## config.mk

```make
export PLATFORM = sky130hd
export DESIGN_NAME = tswr_alu
export DESIGN_NICKNAME = d
export VERILOG_FILES = /design/src/rtl/core/tcp_sender_window_retransmit_macros.svh /design/src/rtl/core/tswr_pkg.sv /design/src/rtl/core/tswr_alu.sv
export SDC_FILE = /design/constraint.sdc
export NUM_CORES = 1
export LEC_CHECK = 0
export ABC_CLOCK_PERIOD_IN_PS = 5150
export BUFFER_PORTS_ARGS = -buffer_cell sky130_fd_sc_hd__buf_2
export CORE_MARGIN = 4
export CORE_UTILIZATION = 51
export DETAILED_ROUTE_END_ITERATION = 8
export PLACE_DENSITY = 0.84
export SYNTH_ARGS = -nofsm -noshare
export SYNTH_HDL_FRONTEND = slang
export SYNTH_SLANG_ARGS = --single-unit
```

## constraint.sdc

```tcl
create_clock -name vclk -period 5.15
set_input_delay 0.7725 -clock vclk [all_inputs]
set_output_delay 0.7725 -clock vclk [all_outputs]
set_load 0.02 [all_outputs]
```

## src/rtl/core/tcp_sender_window_retransmit_macros.svh

```systemverilog
// Assertion helpers shared by the sender engine.
`ifndef TCP_SENDER_WINDOW_RETRANSMIT_MACROS_SVH
`define TCP_SENDER_WINDOW_RETRANSMIT_MACROS_SVH

// Same-cycle implication, checked outside reset.
`define TSWR_CHK_IMP(name, clk, rst, ante, cons, msg) \
  name: assert property (@(posedge clk) disable iff (rst) (ante) |-> (cons)) \
    else $error(msg);

// Next-cycle implication, checked outside reset.
`define TSWR_CHK_NXT(name, clk, rst, ante, cons, msg) \
  name: assert property (@(posedge clk) disable iff (rst) (ante) |=> (cons)) \
    else $error(msg);

`endif

```

## src/rtl/core/tswr_pkg.sv

```systemverilog
`default_nettype none

package tswr_pkg;

  localparam int MAX_PAYLOAD = 1024;
  localparam int QUEUE_DEPTH = 128;
  localparam int MAX_RESULTS = 64;
  localparam int RES_W       = $clog2(MAX_RESULTS + 1);

  localparam logic [31:0] TIMEOUT_RESET = 32'd1000;

  // Request opcodes.
  typedef enum logic [1:0] {
    OP_PUSH  = 2'd0,
    OP_ACK   = 2'd1,
    OP_TICK  = 2'd2,
    OP_EMPTY = 2'd3
  } opcode_t;

  // Configuration register indexes.
  localparam logic [1:0] CFG_ISN     = 2'd0;
  localparam logic [1:0] CFG_TIMEOUT = 2'd1;

  // Sequencer states.
  typedef enum logic [4:0] {
    S_IDLE,
    S_PUSH_EVAL,
    S_PUSH_BRT,
    S_PUSH_NXT,
    S_EMPTY,
    S_ACK_OFF,
    S_ACK_UNW,
    S_ACK_HI,
    S_ACK_LIM,
    S_ACK_CHK,
    S_ACK_NEW,
    S_ACK_START,
    S_ACK_DIST,
    S_POP_RD,
    S_POP_CHK,
    S_ACK_END,
    S_TICK_ADD,
    S_TICK_CMP,
    S_STATUS,
    S_EMIT_RD,
    S_EMIT_LD,
    S_OUT
  } state_t;

  // Operation handed to the shared adder.
  typedef struct packed {
    logic [63:0] a;
    logic [63:0] b;
    logic        sub;
  } alu_op_t;

endpackage

`default_nettype wire

```

## src/rtl/core/tswr_alu.sv

```systemverilog
`default_nettype none

// Shared 64-bit adder/subtractor. For a subtract, carry set means a >= b.
module tswr_alu (
  input  tswr_pkg::alu_op_t op,
  output logic [63:0]       sum,
  output logic              carry
);

  logic [64:0] full;

  always_comb begin
    full  = {1'b0, op.a} + {1'b0, (op.sub ? ~op.b : op.b)} + 65'(op.sub);
    sum   = full[63:0];
    carry = full[64];
  end

endmodule

`default_nettype wire

```

After elaboration in Yosys (flattened, before gate mapping)
Index checks and enable logic that the tools add are counted.

Mux-type cells: 1. Bitwise logic cells: 1. $add $sub $neg: 2.

Operator list (count): 64-bit by 64-bit adder with 65-bit output (1); 65-bit by 1-bit adder with 65-bit output (1); 64-bit 2-to-1 mux (1); 64-bit inverter (1).

Input bits: 129. Logic and storage cells: 4. Register bits after elaboration: 0. Output and inout bits: 65.

Longest topological paths before layout
Depth in word-level cells: 4. Mapped depth: 14. Mapped depth without buffers: 12.

Least setup slack after synthesis
OpenSTA, ideal clock, no wires.

Kind: in2out. Start point: in op[0] (netlist bit). End point: out sum[63]. Arrival time: 3.888 ns. Setup slack: 0.490 ns. Buffers on the path: 2. Data required time: 4.378 ns. Cell stages on the path: 13. Path through: buf_2 -> buf_1 -> xor2_1 -> ha_1 -> nand4_2 -> or4_4 -> or2_4 -> o211ai_2 -> a221oi_2 -> a211oi_2 -> nor3_2 -> o31ai_2 -> xor2_1.

Cells in the longest elaborated chain, start to end: 3.

Ends and longest elaborated chain: start, declared (line tswr_alu.sv:5) `input tswr_pkg::alu_op_t op,`; 64-bit 2-to-1 mux (line tswr_alu.sv:13) `full = {1'b0, op.a} + {1'b0, (op.sub ? ~op.b : op.b)} + 65'(op.sub);`; 64-bit by 64-bit adder with 65-bit output (line tswr_alu.sv:13); 65-bit by 1-bit adder with 65-bit output (*) (line tswr_alu.sv:13); end, declared (line tswr_alu.sv:6) `output logic [63:0] sum,`.

Every way passes the cells marked *; elsewhere a longest branch is shown, timed or not.

Worst setup path after layout
Start point: in op[0] (netlist bit). End point: out sum[51].

Same word-level chain as after synthesis.

==> flow_summary_export.csv <==
group,metric,value,unit
run_status,status,"completed",
layout,fillerInstances,818,
layout,final_core_util,63.9,%
timing,relSlewSlack,63.5,%
layout,footprint_of_the_multi_input_gates,4340,um^2
drt,wl_per_cell,16.0,um
drt,routed_wirelength,14700,um
flow_run,max-cap-violations,0,
synthesis,netlist_instances,636,
layout,post_route_cells_drive_above_1_share,27.8,%
hold_path,whs_path_cells,3,
worst_setup_path,cp-startpoint,"op[0]",
hold_path,timing.hold.worst.class,"in -> out",
worst_setup_path,critPathCapture,"sum[51]",
global_route,met2_usage_grt,46.8,%
global_route,maximum_number_of_pins_on_one_net_before_global_route_repair,22,
global_route,global_route.usage.met3,1.62,%
layout,antenna-diode-count,0,
timing,layout_setup_ws,0.229,ns
synthesis,synth.net_count,835,
timing,final.setup.tns,0,ns
layout,final_cells,920,
floorplan,floorplan.initialDensity,52.2,%
power,total_power,0.00131,W
layout,register_area,0,um^2
placed_design,dpl.hpwl,12700,um
floorplan,ios,194,
synthesis,syn-mean-instance-area,7.16,um^2
worst_setup_path,start_kind,"primary input",
power,power.static_leakage,2.81,nW
layout,syn2layout_area_growth,22.4,%
global_route,grt-ovfl-total,0,
drt,drtPass1Iterations,4,
layout,numSequentialCells,0,
global_route,global_route.usage.met1,34.1,%
timing,transition_time_of_the_tightest_slew_check_pin,0.546,ns
global_route,overall_routing_resource_usage,25.9,%
drt,number_of_antenna_violating_nets_in_the_routed_design,0,
power,power_density,234,nW/um^2
synthesis,cell_variety_after_synth,71,
placed_design,dpl.cell_count,920,
global_route,grt_pass1_vias,5187,
global_route,top_usage_layer,"met2",
synthesis,synth_cell_area,4550,um^2
floorplan,dieArea,10500,um^2
worst_setup_path,critPathKind,"in -> out",
timing,finalCritPeriodShare,95.6,%
synthesis,count_of_yosys_warnings_during_synthesis,0,
drt,drc,0,
timing,drv_slew,0,
drt,via_per_inst,5.89,
timing,final_hold_viol_count,0,
timing,timing.final.crit_period,4.92,ns
power,peakVddDrop,123,uV
timing,rsz_0062_raised_after_global_routing,"false",
placed_design,place_congestion,0.958,
worst_setup_path,worst-endpoint-required,4.38,ns
clocking,holdBufCountCts,0,
worst_setup_path,worst-path-max-fanout,21,
floorplan,core,8720,um^2
floorplan,die-width,103,um
worst_setup_path,worstPathArrival,4.15,ns
floorplan,dieHeight,103,um
floorplan,rows,34,
synthesis,synth.largest_area_cell,"ha_1",
global_route,wire_length_of_the_first_global_routing_pass,22900,um
global_route,grt_antenna_before_repair,0,
drt,routed-via-count,5415,
placed_design,port-buffer-count,194,
timing,fmax,203,MHz
placed_design,post-place-ws,0.219,ns
clocking,cts_setup_buffers,0,
layout,num-clock-buffers,0,
drt,drt-initial-drc-count,200,
synthesis,synthDominantCellAreaShare,19.0,%
synthesis,synth_sequential_area_ratio,0,%
layout,finish.net_count,1013,
worst_setup_path,crit_path_end_kind,"output port",
timing,final-setup-viol-count,0,
synthesis,synth_top_cells_by_area,"ha_1, xor2_1, a21oi_1",
==> how the worst min path moves through the flow <==
stage	slack, ns	endpoint	startpoint
2_1_floorplan	1.67	sum[0]	op[1]
3_3_place_gp	1.84	sum[0]	op[65]
3_5_place_dp	1.85	sum[0]	op[65]
4_1_cts	1.85	sum[0]	op[65]
5_1_grt	1.87	sum[0]	op[65]
6_report	1.85	sum[0]	op[65]
==> kinds of logic after synthesis <==
| kind of cell | Yosys count | synth area share [%] |
|---|---|---|
| AO/OA/AOI/OAI | 228 | 33.5 |
| AND/OR/NAND/NOR | 169 | 18.2 |
| XOR/XNOR | 123 | 23.7 |
| adder cells (fa/ha/maj) | 70 | 19.4 |
| buffers and inverters | 44 | 4.84 |
| multiplexers | 2 | 0.440 |
==> cell type report <==
type                       instances  share of cell area [%]
inverter                          20                    1.35
tap                              108                    2.42
multi-input combinational        592                    77.7
timing repair buffer             200                    18.5
==> metal layers <==
layer	wire (um)	part of all wire, %
met4	189	1.3
met5	0	0
met2	7120	48
met1	6400	43
met3	996	6.8
==> power breakdown <==
group,switching [W],internal [W]
clock,0,0
combinational,0.000813,0.000493
sequential,0,0
==> synthesized netlist by cell type, drive strengths merged (3+ instances only) <==
library cell and number:
nor2b 4, nor3 7, nand2 61, a21boi 5
xnor2 37, a21o 35, nor4 5, a31oi 8
inv 20, nand3 10, a211oi 6, o21ai 38
a21oi 82, or3 3, a311oi 4, nand4 15
ha 69, and2 7, nand2b 5, buf 12
o31ai 6, o21bai 12, nor2 38, and3 4
o21a 5, xor2 86, o211ai 4, a2111oi 6
clkbuf 10
==> worst max-delay path, cell delays in order <==
cell	delay [ns]
buf_4	0.30
buf_12	0.23
xor2_1	0.09
ha_1	0.44
nand4_1	0.23
or4_4	0.58
or2_4	0.25
o211ai_2	0.08
a221oi_2	0.11
a21oi_1	0.33
a21oi_1	0.21
o21ai_2	0.17
xnor2_1	0.14
buf_2	0.19
==> stage by stage <==
stage	area [um^2]	hold WS [ns]
detailed placement	5580	1.85
global route	5580	1.87
global placement	5580	1.84
CTS	5580	1.85
floorplan	4550	1.67
finish	5580	1.85
==> repair_timing <==
item | 4_1_cts | 5_1_grt
endpoints found under the hold margin | 0 | 0
gates resized for setup | 0 | 2
endpoints found under the setup margin | 0 | 4
==> placed cells by master (no fill, tap or decap), drive strengths merged, types with 2 or more instances in the layout <==
cell type / count
buf: 200
a22oi: 2
nor4: 5
nand2: 61
and3: 4
or3: 3
a21o: 35
a21oi: 82
a211oi: 6
and4: 2
o31ai: 6
ha: 69
nand3: 10
inv: 20
nor2b: 4
nand2b: 5
o221ai: 2
a31oi: 8
a21boi: 5
o21a: 5
nor3: 7
nand4b: 2
nand3b: 2
a311oi: 4
xnor2: 37
o21bai: 12
a41oi: 2
nor2: 38
and2: 7
nand4: 15
o211ai: 4
or3b: 2
a311o: 2
o21ai: 38
a2111oi: 6
xor2: 86
o22ai: 2
mux2i: 2
Note: power is estimated with default switching activity, not from simulation.
