[src/rtl/core/tcp_sender_window_retransmit_macros.svh]
// Assertion helpers shared by the sender engine.
`ifndef TCP_SENDER_WINDOW_RETRANSMIT_MACROS_SVH
`define TCP_SENDER_WINDOW_RETRANSMIT_MACROS_SVH

// Same-cycle implication, checked outside reset.
`define TSWR_CHK_IMP(name, clk, rst, ante, cons, msg) \
  name: assert property (@(posedge clk) disable iff (rst) (ante) |-> (cons)) \
    else $error(msg);

// Next-cycle implication, checked outside reset.
`define TSWR_CHK_NXT(name, clk, rst, ante, cons, msg) \
  name: assert property (@(posedge clk) disable iff (rst) (ante) |=> (cons)) \
    else $error(msg);

`endif

[src/rtl/core/tswr_ram.sv]
`default_nettype none

// Simple dual-port RAM with registered read.
module tswr_ram #(
  parameter int WIDTH = 8,
  parameter int DEPTH = 16
) (
  input  wire logic                     clk,
  input  wire logic                     we,
  input  wire logic [$clog2(DEPTH)-1:0] waddr,
  input  wire logic [WIDTH-1:0]         wdata,
  input  wire logic [$clog2(DEPTH)-1:0] raddr,
  output logic [WIDTH-1:0]              rdata
);

  logic [WIDTH-1:0] mem [DEPTH];

  always_ff @(posedge clk) begin
    if (we) begin
      mem[waddr] <= wdata;
    end
    rdata <= mem[raddr];
  end

endmodule

`default_nettype wire
[config.mk]
export PLATFORM = sky130hd
export DESIGN_NAME = tswr_ram
export DESIGN_NICKNAME = d
export VERILOG_FILES = /design/src/rtl/core/tcp_sender_window_retransmit_macros.svh /design/src/rtl/core/tswr_ram.sv
export SDC_FILE = /design/constraint.sdc
export NUM_CORES = 1
export LEC_CHECK = 0
export BUFFER_PORTS_ARGS = -buffer_cell sky130_fd_sc_hd__buf_2
export CAP_MARGIN = 20
export CORE_MARGIN = 4
export CORE_UTILIZATION = 25
export CTS_BUF_LIST = sky130_fd_sc_hd__clkbuf_16
export CTS_CLUSTER_SIZE = 40
export DETAILED_ROUTE_END_ITERATION = 10
export RECOVER_POWER = 25
export SLEW_MARGIN = 10
export SYNTH_ARGS = -nofsm -noshare
export SYNTH_HDL_FRONTEND = slang
export SYNTH_SLANG_ARGS = --single-unit
[constraint.sdc]
create_clock -name clk -period 4 [get_ports clk]
set_input_delay 0.8 -clock clk [delete_from_list [all_inputs] [get_ports clk]]
set_output_delay 0.8 -clock clk [all_outputs]
set_load 0.1 [all_outputs]
* After elaboration in Yosys (flattened, before gate mapping)
Memory sizes are Yosys's and may differ from the RTL's. A register that Yosys moved wholly into a read port is not among the register bits.
Cells that the tools add are included.
** Word-level totals
- Latch bits :: 0
- Memory bits (read-only) :: 0
- Memories kept :: 1
- Input port bits :: 18
- RAM bits :: 128
- Register bits after elaboration :: 0
** Memory list
- mem :: depth 16, width 8, rd ports 1, clocked after Yosys merged registers in 1, wr ports 1, RTL line tswr_ram.sv:16 : logic [WIDTH-1:0] mem [DEPTH];
** Operators by class
- Div/mod/pow operators :: 0
- Shifts and indexed selects :: 0
- Multiplexer cells :: 2
- Bitwise logic cells :: 0
- Equal/unequal tests :: 0
- Add/subtract/negate cells :: 0
- Multiply operators :: 0
- Magnitude comparators :: 0
- Reduce and logical (&&, ||, !) cells :: 0
** Operators with widths (count)
- two-way mux 1 bit :: 2

* Depth between registers and ports, before layout
Gate-level depths: netlist (run 1).
- Depth in word-level cells :: 2
- Mapped depth :: 5
- Depth with buffers taken out :: 3

* Worst setup path before layout (run 1)
OpenSTA, ideal clock, no wires.
- Path kind :: input to register
- From :: input waddr[2]
- To :: memory mem[0][0] (enable)
- Data arrival time :: 1.910 ns
- Stages :: 2
- Setup slack :: 1.707 ns
- Data required time :: 3.617 ns
- Path through :: or3b_2 -> nor3_1
** RTL lines
- from (decl) :: RTL line tswr_ram.sv:10 : input wire logic [$clog2(DEPTH)-1:0] waddr,
- to (decl) :: RTL line tswr_ram.sv:16
Straight into the memory's write port.

==> impl_results.html, run 1 <==
<table>
<tr><th>Metric</th><th>Value</th></tr>
<tr><th colspan="2">Run status</th></tr>
<tr><td>Status</td><td>completed</td></tr>
<tr><th colspan="2">Logic synthesis</th></tr>
<tr><td>Post-synth top cells</td><td>sky130_fd_sc_hd__edfxtp_1, sky130_fd_sc_hd__mux4_2, sky130_fd_sc_hd__a22oi_1, sky130_fd_sc_hd__mux4_1, sky130_fd_sc_hd__nor2_1</td></tr>
<tr><td>Cells taking the most area after synthesis</td><td>sky130_fd_sc_hd__edfxtp_1, sky130_fd_sc_hd__mux4_2, sky130_fd_sc_hd__mux4_1, sky130_fd_sc_hd__dfxtp_1, sky130_fd_sc_hd__a22oi_1</td></tr>
<tr><td>Yosys Warn Count</td><td>0</td></tr>
<tr><td>Largest area contributor in the synthesized netlist</td><td>sky130_fd_sc_hd__edfxtp_1</td></tr>
<tr><td>Total nets after synthesis</td><td>around 250</td></tr>
<tr><td>Syn Inst Count</td><td>about 230</td></tr>
<tr><td>Most used flip-flop cell after synthesis</td><td>sky130_fd_sc_hd__edfxtp_1</td></tr>
<tr><td>Cell with the most instances after synthesis</td><td>sky130_fd_sc_hd__edfxtp_1</td></tr>
<tr><td>Post-synth design cell area</td><td>5150 µm²</td></tr>
<tr><td>FF+latch count, synth</td><td>around 140</td></tr>
<tr><td>Async S/R FF share, synth</td><td>0</td></tr>
<tr><td>Count of unique library cells instantiated by Yosys</td><td>19</td></tr>
<tr><td>Sequential area share after synthesis</td><td>0.778</td></tr>
<tr><td>Count of flip-flops with a built-in enable after synthesis</td><td>between 100 and 150</td></tr>
<tr><td>Proportion of netlist area held by the largest area contributor</td><td>0.747</td></tr>
<tr><td>Mean area per synthesized cell</td><td>approximately 22 µm²</td></tr>
<tr><th colspan="2">Worst setup path</th></tr>
<tr><td>Arrival time at the worst endpoint</td><td>between 2 and 2.5 ns</td></tr>
<tr><td>Category of the worst setup path launch point</td><td>input port</td></tr>
<tr><td>Critical Setup Path Class</td><td>in -&gt; reg</td></tr>
<tr><td>Required @ worst endpoint</td><td>between 4 and 5 ns</td></tr>
<tr><td>FF-to-FF setup slack</td><td>roughly 2.5 ns</td></tr>
<tr><td>Worst reg2reg startpoint</td><td>mem[3][7]</td></tr>
<tr><td>Endpoint kind of the worst setup timing path</td><td>register</td></tr>
<tr><td>Maximum fanout along the worst path</td><td>12</td></tr>
<tr><td>Terminus of the critical flop-to-flop path</td><td>rdata[7]</td></tr>
<tr><td>FF-to-FF path depth</td><td>3</td></tr>
<tr><th colspan="2">GRT</th></tr>
<tr><td>Via count of the first global-routing pass</td><td>around 2,500</td></tr>
<tr><td>Pin count of the biggest net entering global routing</td><td>33</td></tr>
<tr><td>Antenna violations before repair</td><td>0</td></tr>
<tr><td>Total grt overflow</td><td>0</td></tr>
<tr><td>Total routing resource utilization after global routing</td><td>0.100</td></tr>
<tr><td>First-pass GRT wire length</td><td>~16,000 µm</td></tr>
<tr><th colspan="2">Timing</th></tr>
<tr><td>Unrepaired setup endpoints after global routing</td><td>false</td></tr>
<tr><td>Share of the clock period used by the worst path after layout</td><td>0.532</td></tr>
<tr><td>Setup skew after layout</td><td>0.00911 ns</td></tr>
<tr><td>Slew at the pin closest to its max-slew limit</td><td>1.07 ns</td></tr>
<tr><td>Hold Violations, Final</td><td>0</td></tr>
<tr><td>Max Clk Rate</td><td>around 0.47 GHz</td></tr>
<tr><td>Setup violators final</td><td>0</td></tr>
<tr><td>Setup_tns</td><td>0 ns</td></tr>
<tr><td>Post-layout minimum cycle time</td><td>approximately 2.1 ns</td></tr>
<tr><td>Slew headroom</td><td>0.282</td></tr>
<tr><td>Final number of max-transition violations</td><td>0</td></tr>
<tr><th colspan="2">Floorplanning</th></tr>
<tr><td>Die Width</td><td>about 150 µm</td></tr>
<tr><td>Die height</td><td>roughly 150 µm</td></tr>
<tr><td>Total core area</td><td>~20,000 µm²</td></tr>
<tr><td>Die footprint</td><td>roughly 23,000 µm²</td></tr>
<tr><td>Count of boundary I/O pins</td><td>26</td></tr>
<tr><td>Placement row count</td><td>52</td></tr>
<tr><td>Initial Util</td><td>0.254</td></tr>
<tr><th colspan="2">Clocking</th></tr>
<tr><td>Clock-pin slew of the registers on the worst-case setup and hold paths</td><td>approximately 0.060 ns</td></tr>
<tr><td>Number of H-tree branching levels</td><td>4</td></tr>
<tr><td>Clock latency at the later pin of the worst-skew pair</td><td>around 0.42 ns</td></tr>
<tr><td>Clk Tree Root Cell</td><td>sky130_fd_sc_hd__clkbuf_16</td></tr>
<tr><td>Number of setup buffers added after CTS</td><td>0</td></tr>
<tr><td>Hold Buf Count CTS</td><td>0</td></tr>
<tr><td>TritonCTS clock tree</td><td>yes</td></tr>
<tr><td>Number of buffers between clock root and the deepest sink</td><td>2</td></tr>
<tr><td>Inserted Clock Buffers</td><td>17</td></tr>
<tr><td>Post-cts repair resize count</td><td>0</td></tr>
<tr><td>Sinks on Clock Net</td><td>between 100 and 150</td></tr>
<tr><th colspan="2">Hold path</th></tr>
<tr><td>Worst hold path startpoint</td><td>mem[12][4]</td></tr>
<tr><td>Worst hold path stage count</td><td>3</td></tr>
<tr><td>Worst min-delay path category</td><td>reg -&gt; reg</td></tr>
<tr><td>Worst Hold Path EP</td><td>rdata[4]</td></tr>
<tr><th colspan="2">Place</th></tr>
<tr><td>Number of buffers added on ports</td><td>25</td></tr>
<tr><td>Placer's final routability congestion estimate</td><td>approximately 0.75</td></tr>
<tr><td>DP HPWL</td><td>6790 µm</td></tr>
<tr><th colspan="2">Pwr</th></tr>
<tr><td>Ratio of total power to cell area</td><td>543 nW/µm²</td></tr>
<tr><td>Total Power Consumption</td><td>about 0.0033 W</td></tr>
<tr><td>Leak</td><td>1.98 nW</td></tr>
<tr><td>VDD IR max</td><td>around 0.33 mV</td></tr>
<tr><th colspan="2">Finish</th></tr>
<tr><td>Fraction of final layout cells with drive strength greater than 1</td><td>0.261</td></tr>
<tr><td>Post-layout net count</td><td>between 200 and 300</td></tr>
<tr><td>N_diodes</td><td>0</td></tr>
<tr><td>Area growth from synthesis to layout</td><td>19.2%</td></tr>
<tr><th colspan="2">Detailed routing</th></tr>
<tr><td>Remaining antenna violation count after routing</td><td>0</td></tr>
<tr><td>Residual DRC</td><td>0</td></tr>
<tr><td>Drt via density</td><td>around 4.4</td></tr>
<tr><td>1st-pass router iterations</td><td>4</td></tr>
<tr><td>Post-Route WL</td><td>between 10,000 and 15,000 µm</td></tr>
<tr><td>DR vias</td><td>about 2,400</td></tr>
<tr><td>Detailed-route wire length per cell</td><td>a little under 20 µm</td></tr>
<tr><td>First-iteration detailed-routing DRC count</td><td>about 280</td></tr>
<tr><th colspan="2">Job</th></tr>
<tr><td>Number of maximum-capacitance violations</td><td>0</td></tr>
</table>
how the worst max path moves through the flow:
stage | startpoint | endpoint | slack [ns] | cells after the start
6_report | raddr[0] | rdata[5] | 1.87 | 5
5_1_grt | raddr[0] | rdata[0] | 1.76 | 5
4_1_cts | raddr[0] | rdata[3] | 1.87 | 5
3_5_place_dp | raddr[0] | rdata[3] | 1.43 | 5
3_3_place_gp | raddr[0] | rdata[1] | 1.43 | 5
2_1_floorplan | waddr[2] | mem[0][0] | 1.71 | 2
layout make-up:
type / instances / area (µm²)
fill: 1955 / 14100
multi-input combinational: 83 / 1060
clock inverter: 14 / 150
sequential: 136 / 4000
tap: 270 / 338
timing repair buffer: 30 / 154
clock buffer: 17 / 425
layout by cell type, fill, tap and decap left out:
cell                           n
sky130_fd_sc_hd__clkinv_4      4
sky130_fd_sc_hd__buf_2        18
sky130_fd_sc_hd__clkbuf_16    17
sky130_fd_sc_hd__dfxtp_1       8
sky130_fd_sc_hd__nand3_1       1
sky130_fd_sc_hd__edfxtp_1    128
sky130_fd_sc_hd__clkinvlp_4    2
sky130_fd_sc_hd__clkinv_1      1
sky130_fd_sc_hd__mux4_2       18
sky130_fd_sc_hd__nand2_1       9
sky130_fd_sc_hd__nor3_2        1
sky130_fd_sc_hd__nor3_1        3
sky130_fd_sc_hd__bufinv_16     2
sky130_fd_sc_hd__or3b_2        1
sky130_fd_sc_hd__clkbuf_1      7
sky130_fd_sc_hd__mux4_1       14
sky130_fd_sc_hd__nor2_1       13
sky130_fd_sc_hd__buf_4         5
sky130_fd_sc_hd__nand2b_1      2
sky130_fd_sc_hd__a22oi_1      16
sky130_fd_sc_hd__and2_1        1
sky130_fd_sc_hd__clkinv_2      2
sky130_fd_sc_hd__and2b_1       1
sky130_fd_sc_hd__nor2b_1       1
sky130_fd_sc_hd__inv_6         3
sky130_fd_sc_hd__nand3b_1      2
kinds of logic after synthesis:
group                  after synthesis  share of synthesized area
muxes                               32                      0.150
buffers and inverters               10                     0.0168
and+or+nand+nor                     35                     0.0318
DFF                                136                      0.778
AOI/OAI and AO/OA                   16                     0.0233
per-stage QoR:
stage / util / hold WS [ns] / setup WS (ns) / std cells / instance area [µm²]
2_1_floorplan: - / 0.629 / 1.71 / 229 / 5150
3_3_place_gp: 0.275 / 0.657 / 1.43 / 519 / 5570
3_5_place_dp: 0.275 / 0.674 / 1.43 / 519 / 5570
4_1_cts: 0.304 / 0.693 / 1.87 / 550 / 6140
5_1_grt: 0.303 / 0.714 / 1.76 / 550 / 6130
6_report: 0.303 / 0.682 / 1.87 / 550 / 6130
worst max-delay path: stages:
cell	delay, ns
sky130_fd_sc_hd__buf_2	0.25
sky130_fd_sc_hd__buf_4	0.33
sky130_fd_sc_hd__mux4_1	0.60
sky130_fd_sc_hd__a22oi_1	0.32
sky130_fd_sc_hd__nand2_1	0.10
flip-flops by register name (all words and copies together), names as in the netlist:
register  flops
rdata         8
mem         128
routing by layer:
| layer | wire (µm) | vias up | global-route usage |
|---|---|---|---|
| li1 | - | 1050 | - |
| met3 | 678 | 9 | 0.0241 |
| met2 | 4880 | 82 | 0.144 |
| met5 | 0 | - | 0 |
| met4 | 99 | 0 | 0.0391 |
| met1 | 5130 | 1255 | 0.146 |
report_power, final:
| part | switching, W | internal [W] |
|---|---|---|
| combinational | 0.000158 | 0.0000574 |
| sequential | 0.00000828 | 0.00159 |
| clock | 0.000595 | 0.000918 |
Power figures use the tool's default switching activity.
==> inputs of run 2 (changes only) <==
clock period = 2 ns   (was 4 ns; I/O delays follow)
==> impl_results.html, run 2 (synthesized netlist as in run 1, its figures left out) <==
<table>
<tr><th>Metric</th><th>Value</th></tr>
<tr><th colspan="2">Timing</th></tr>
<tr><td>Max Clk Rate</td><td>roughly 0.6 GHz</td></tr>
<tr><td>Post-route worst setup slack</td><td>0.339 ns (-1.53 ns)</td></tr>
<tr><td>Worst slack on hold paths</td><td>0.415 ns (-0.267 ns)</td></tr>
<tr><td>Setup_tns</td><td>0 ns (unchanged)</td></tr>
<tr><td>Unrepaired setup endpoints after global routing</td><td>false</td></tr>
<tr><td>Slew headroom</td><td>0.579 (+0.298)</td></tr>
<tr><td>Final number of max-transition violations</td><td>0 (unchanged)</td></tr>
<tr><td>Setup skew after layout</td><td>0.0145 ns (+0.00541 ns)</td></tr>
<tr><td>Hold Violations, Final</td><td>0 (unchanged)</td></tr>
<tr><td>Post-layout minimum cycle time</td><td>1.66 ns</td></tr>
<tr><td>Setup violators final</td><td>0 (unchanged)</td></tr>
<tr><td>Share of the clock period used by the worst path after layout</td><td>0.830</td></tr>
<tr><td>Slew at the pin closest to its max-slew limit</td><td>0.631 ns (-0.442 ns)</td></tr>
<tr><th colspan="2">Place</th></tr>
<tr><td>DP HPWL</td><td>7100 µm (+4.6%)</td></tr>
<tr><td>Placed cells</td><td>544 (+4.8%)</td></tr>
<tr><td>Area of placed instances</td><td>5790 µm² (+4.0%)</td></tr>
<tr><td>Placer's final routability congestion estimate</td><td>0.702 (-6.4%)</td></tr>
<tr><td>Number of buffers added on ports</td><td>25 (unchanged)</td></tr>
<tr><td>Worst setup slack after placement</td><td>0.0992 ns (-1.33 ns)</td></tr>
<tr><th colspan="2">Worst setup path</th></tr>
<tr><td>Maximum fanout along the worst path</td><td>1 (-11)</td></tr>
<tr><td>Cells traversed along the worst timing path</td><td>buf_2</td></tr>
<tr><td>Launching instance or port of the critical path</td><td>rdata[2]</td></tr>
<tr><td>Family with the most delay on the worst path</td><td>buffers and inverters</td></tr>
<tr><td>Delay contributed by the slowest stage of the critical path</td><td>0.46 ns (-0.14 ns)</td></tr>
<tr><td>CP Buf/Inv Count</td><td>1 (-1)</td></tr>
<tr><td>Critical Setup Path Class</td><td>reg -&gt; out</td></tr>
<tr><td>Required @ worst endpoint</td><td>1.60 ns (-2.69 ns)</td></tr>
<tr><td>Category of the worst setup path launch point</td><td>register</td></tr>
<tr><td>Worst reg2reg startpoint</td><td>mem[1][4]</td></tr>
<tr><td>Endpoint kind of the worst setup timing path</td><td>output port</td></tr>
<tr><td>Arrival time at the worst endpoint</td><td>1.26 ns (-1.16 ns)</td></tr>
<tr><td>Library cell contributing the largest single delay on the critical path</td><td>sky130_fd_sc_hd__buf_2</td></tr>
<tr><th colspan="2">Pwr</th></tr>
<tr><td>VDD IR max</td><td>0.666 mV (+99%)</td></tr>
<tr><td>Share of power burned in registers</td><td>0.494 (+0.013)</td></tr>
<tr><td>Switching part of the total</td><td>0.230 (+0.00108)</td></tr>
<tr><td>Leak</td><td>2.10 nW (+6.0%)</td></tr>
<tr><td>P_int</td><td>0.00501 W (+95%)</td></tr>
<tr><td>Switching power</td><td>0.00149 W (+96%)</td></tr>
<tr><td>Ratio of total power to cell area</td><td>1030 nW/µm² (+89%)</td></tr>
<tr><td>Clock power frac</td><td>0.438 (-0.016)</td></tr>
<tr><td>Comb pwr share</td><td>0.069 (+0.004)</td></tr>
<tr><th colspan="2">Detailed routing</th></tr>
<tr><td>Detailed-route wire length per cell</td><td>19.4 µm (-1.3%)</td></tr>
<tr><td>DR vias</td><td>2,493 (+4.0%)</td></tr>
<tr><td>Post-Route WL</td><td>11,200 µm (+3.4%)</td></tr>
<tr><td>1st-pass router iterations</td><td>4 (unchanged)</td></tr>
<tr><td>Drt via density</td><td>4.33 (-0.65%)</td></tr>
<tr><td>Residual DRC</td><td>0 (unchanged)</td></tr>
<tr><td>Remaining antenna violation count after routing</td><td>0 (unchanged)</td></tr>
<tr><td>First-iteration detailed-routing DRC count</td><td>280 (-1.4%)</td></tr>
<tr><th colspan="2">Finish</th></tr>
<tr><td>Area of combinational cells with multiple inputs</td><td>1060 µm² (-0.47%)</td></tr>
<tr><td>Post-layout net count</td><td>311 (+8.7%)</td></tr>
<tr><td>N_diodes</td><td>0 (unchanged)</td></tr>
<tr><td>Fraction of final layout cells with drive strength greater than 1</td><td>0.310 (+0.0497)</td></tr>
<tr><td>Post-route cell area</td><td>6310 µm² (+3.0%)</td></tr>
<tr><td>Regs by FF count</td><td>mem x128, rdata x8</td></tr>
<tr><td>Area growth from synthesis to layout</td><td>22.7%</td></tr>
<tr><td>Non-filler instance count after layout</td><td>576 (+4.7%)</td></tr>
<tr><td>Register with the highest flop count</td><td>mem</td></tr>
<tr><td>Fill cell instance count of the final layout</td><td>1,934 (-1.1%)</td></tr>
<tr><td>Flip-flop count of the largest register after layout</td><td>128 (unchanged)</td></tr>
<tr><td>Highest-count cells in the layout ignoring fill and taps</td><td>sky130_fd_sc_hd__edfxtp_1, sky130_fd_sc_hd__buf_4, sky130_fd_sc_hd__mux4_2, sky130_fd_sc_hd__buf_2, sky130_fd_sc_hd__clkbuf_16</td></tr>
<tr><td>FF/Latch Area</td><td>4000 µm² (unchanged)</td></tr>
<tr><td>Most common cell after layout, fill and taps aside</td><td>sky130_fd_sc_hd__edfxtp_1</td></tr>
<tr><th colspan="2">Job</th></tr>
<tr><td>Number of maximum-capacitance violations</td><td>0 (unchanged)</td></tr>
<tr><th colspan="2">Floorplanning</th></tr>
<tr><td>Count of boundary I/O pins</td><td>26 (unchanged)</td></tr>
<tr><td>Initial Util</td><td>0.254 (unchanged)</td></tr>
<tr><td>Die Width</td><td>151 µm (unchanged)</td></tr>
<tr><td>Placement row count</td><td>52 (unchanged)</td></tr>
<tr><td>Die height</td><td>151 µm (unchanged)</td></tr>
<tr><td>Total core area</td><td>20,200 µm² (unchanged)</td></tr>
<tr><td>Die footprint</td><td>22,900 µm² (unchanged)</td></tr>
<tr><th colspan="2">Clocking</th></tr>
<tr><td>Hold Buf Count CTS</td><td>0 (unchanged)</td></tr>
<tr><td>Number of buffers between clock root and the deepest sink</td><td>2 (unchanged)</td></tr>
<tr><td>TritonCTS clock tree</td><td>yes</td></tr>
<tr><td>Clock-pin slew of the registers on the worst-case setup and hold paths</td><td>0.06 ns (about the same)</td></tr>
<tr><td>Sinks on Clock Net</td><td>136 (unchanged)</td></tr>
<tr><td>Number of setup buffers added after CTS</td><td>0 (unchanged)</td></tr>
<tr><td>Clock latency at the later pin of the worst-skew pair</td><td>0.42 ns (about the same)</td></tr>
<tr><td>Inserted Clock Buffers</td><td>17 (unchanged)</td></tr>
<tr><td>Clk Tree Root Cell</td><td>sky130_fd_sc_hd__clkbuf_16</td></tr>
<tr><td>Number of H-tree branching levels</td><td>4 (unchanged)</td></tr>
<tr><td>Post-cts repair resize count</td><td>0 (unchanged)</td></tr>
<tr><th colspan="2">Hold path</th></tr>
<tr><td>Worst hold path startpoint</td><td>wdata[4]</td></tr>
<tr><td>Worst min-delay path category</td><td>in -&gt; reg</td></tr>
<tr><th colspan="2">Run status</th></tr>
<tr><td>Status</td><td>completed</td></tr>
<tr><th colspan="2">GRT</th></tr>
<tr><td>First-pass GRT wire length</td><td>16,700 µm (+3.2%)</td></tr>
<tr><td>Total routing resource utilization after global routing</td><td>0.105 (+0.00475)</td></tr>
<tr><td>Pin count of the biggest net entering global routing</td><td>17 (-48%)</td></tr>
<tr><td>Total grt overflow</td><td>0 (unchanged)</td></tr>
<tr><td>Via count of the first global-routing pass</td><td>2,629 (+4.0%)</td></tr>
<tr><td>Antenna violations before repair</td><td>0 (unchanged)</td></tr>
</table>
-- run 2: per-layer routing --
layer  vias to the layer above  routed length (µm)  global-route usage
met4                         0                  74              0.0310
met3                         6                 991              0.0351
met5                         -                   0                   0
met2                        93                5080               0.152
met1                      1294                5010               0.150
li1                       1100                   -                   -
-- run 2: worst paths after layout --
path	end	cells after the start	slack (ns)
max	rdata[2]	1	0.34
min	mem[7][4]	1	0.42
max reg2reg	rdata[4]	3	0.55
min reg2reg	rdata[3]	3	0.68
-- run 2: power groups by stage --
stage / combinational [W] / clock, W / sequential [W]
4_1_cts: 0.000456 / 0.00289 / 0.00321
3_3_place_gp: 0.000447 / 0 / 0.00327
2_1_floorplan: 0.000162 / 0 / 0.00340
6_report: 0.000447 / 0.00284 / 0.00321
3_5_place_dp: 0.000455 / 0 / 0.00327
5_1_grt: 0.000477 / 0.00305 / 0.00321
-- run 2: per-stage QoR --
stage / total power, W / utilization
finish: 0.00650 / 0.312
global route: 0.00674 / 0.312
CTS: 0.00656 / 0.313
detailed placement: 0.00372 / 0.286
global placement: 0.00371 / 0.286
floorplan: 0.00356 / -
-- run 2: cell type report --
class | count | share of cell area
clock buffers | 17 | 0.0674
clock inverters | 15 | 0.0176
multi-input cells | 83 | 0.167
flip-flops and latches | 136 | 0.634
well taps | 270 | 0.0535
repair buffers | 55 | 0.0600
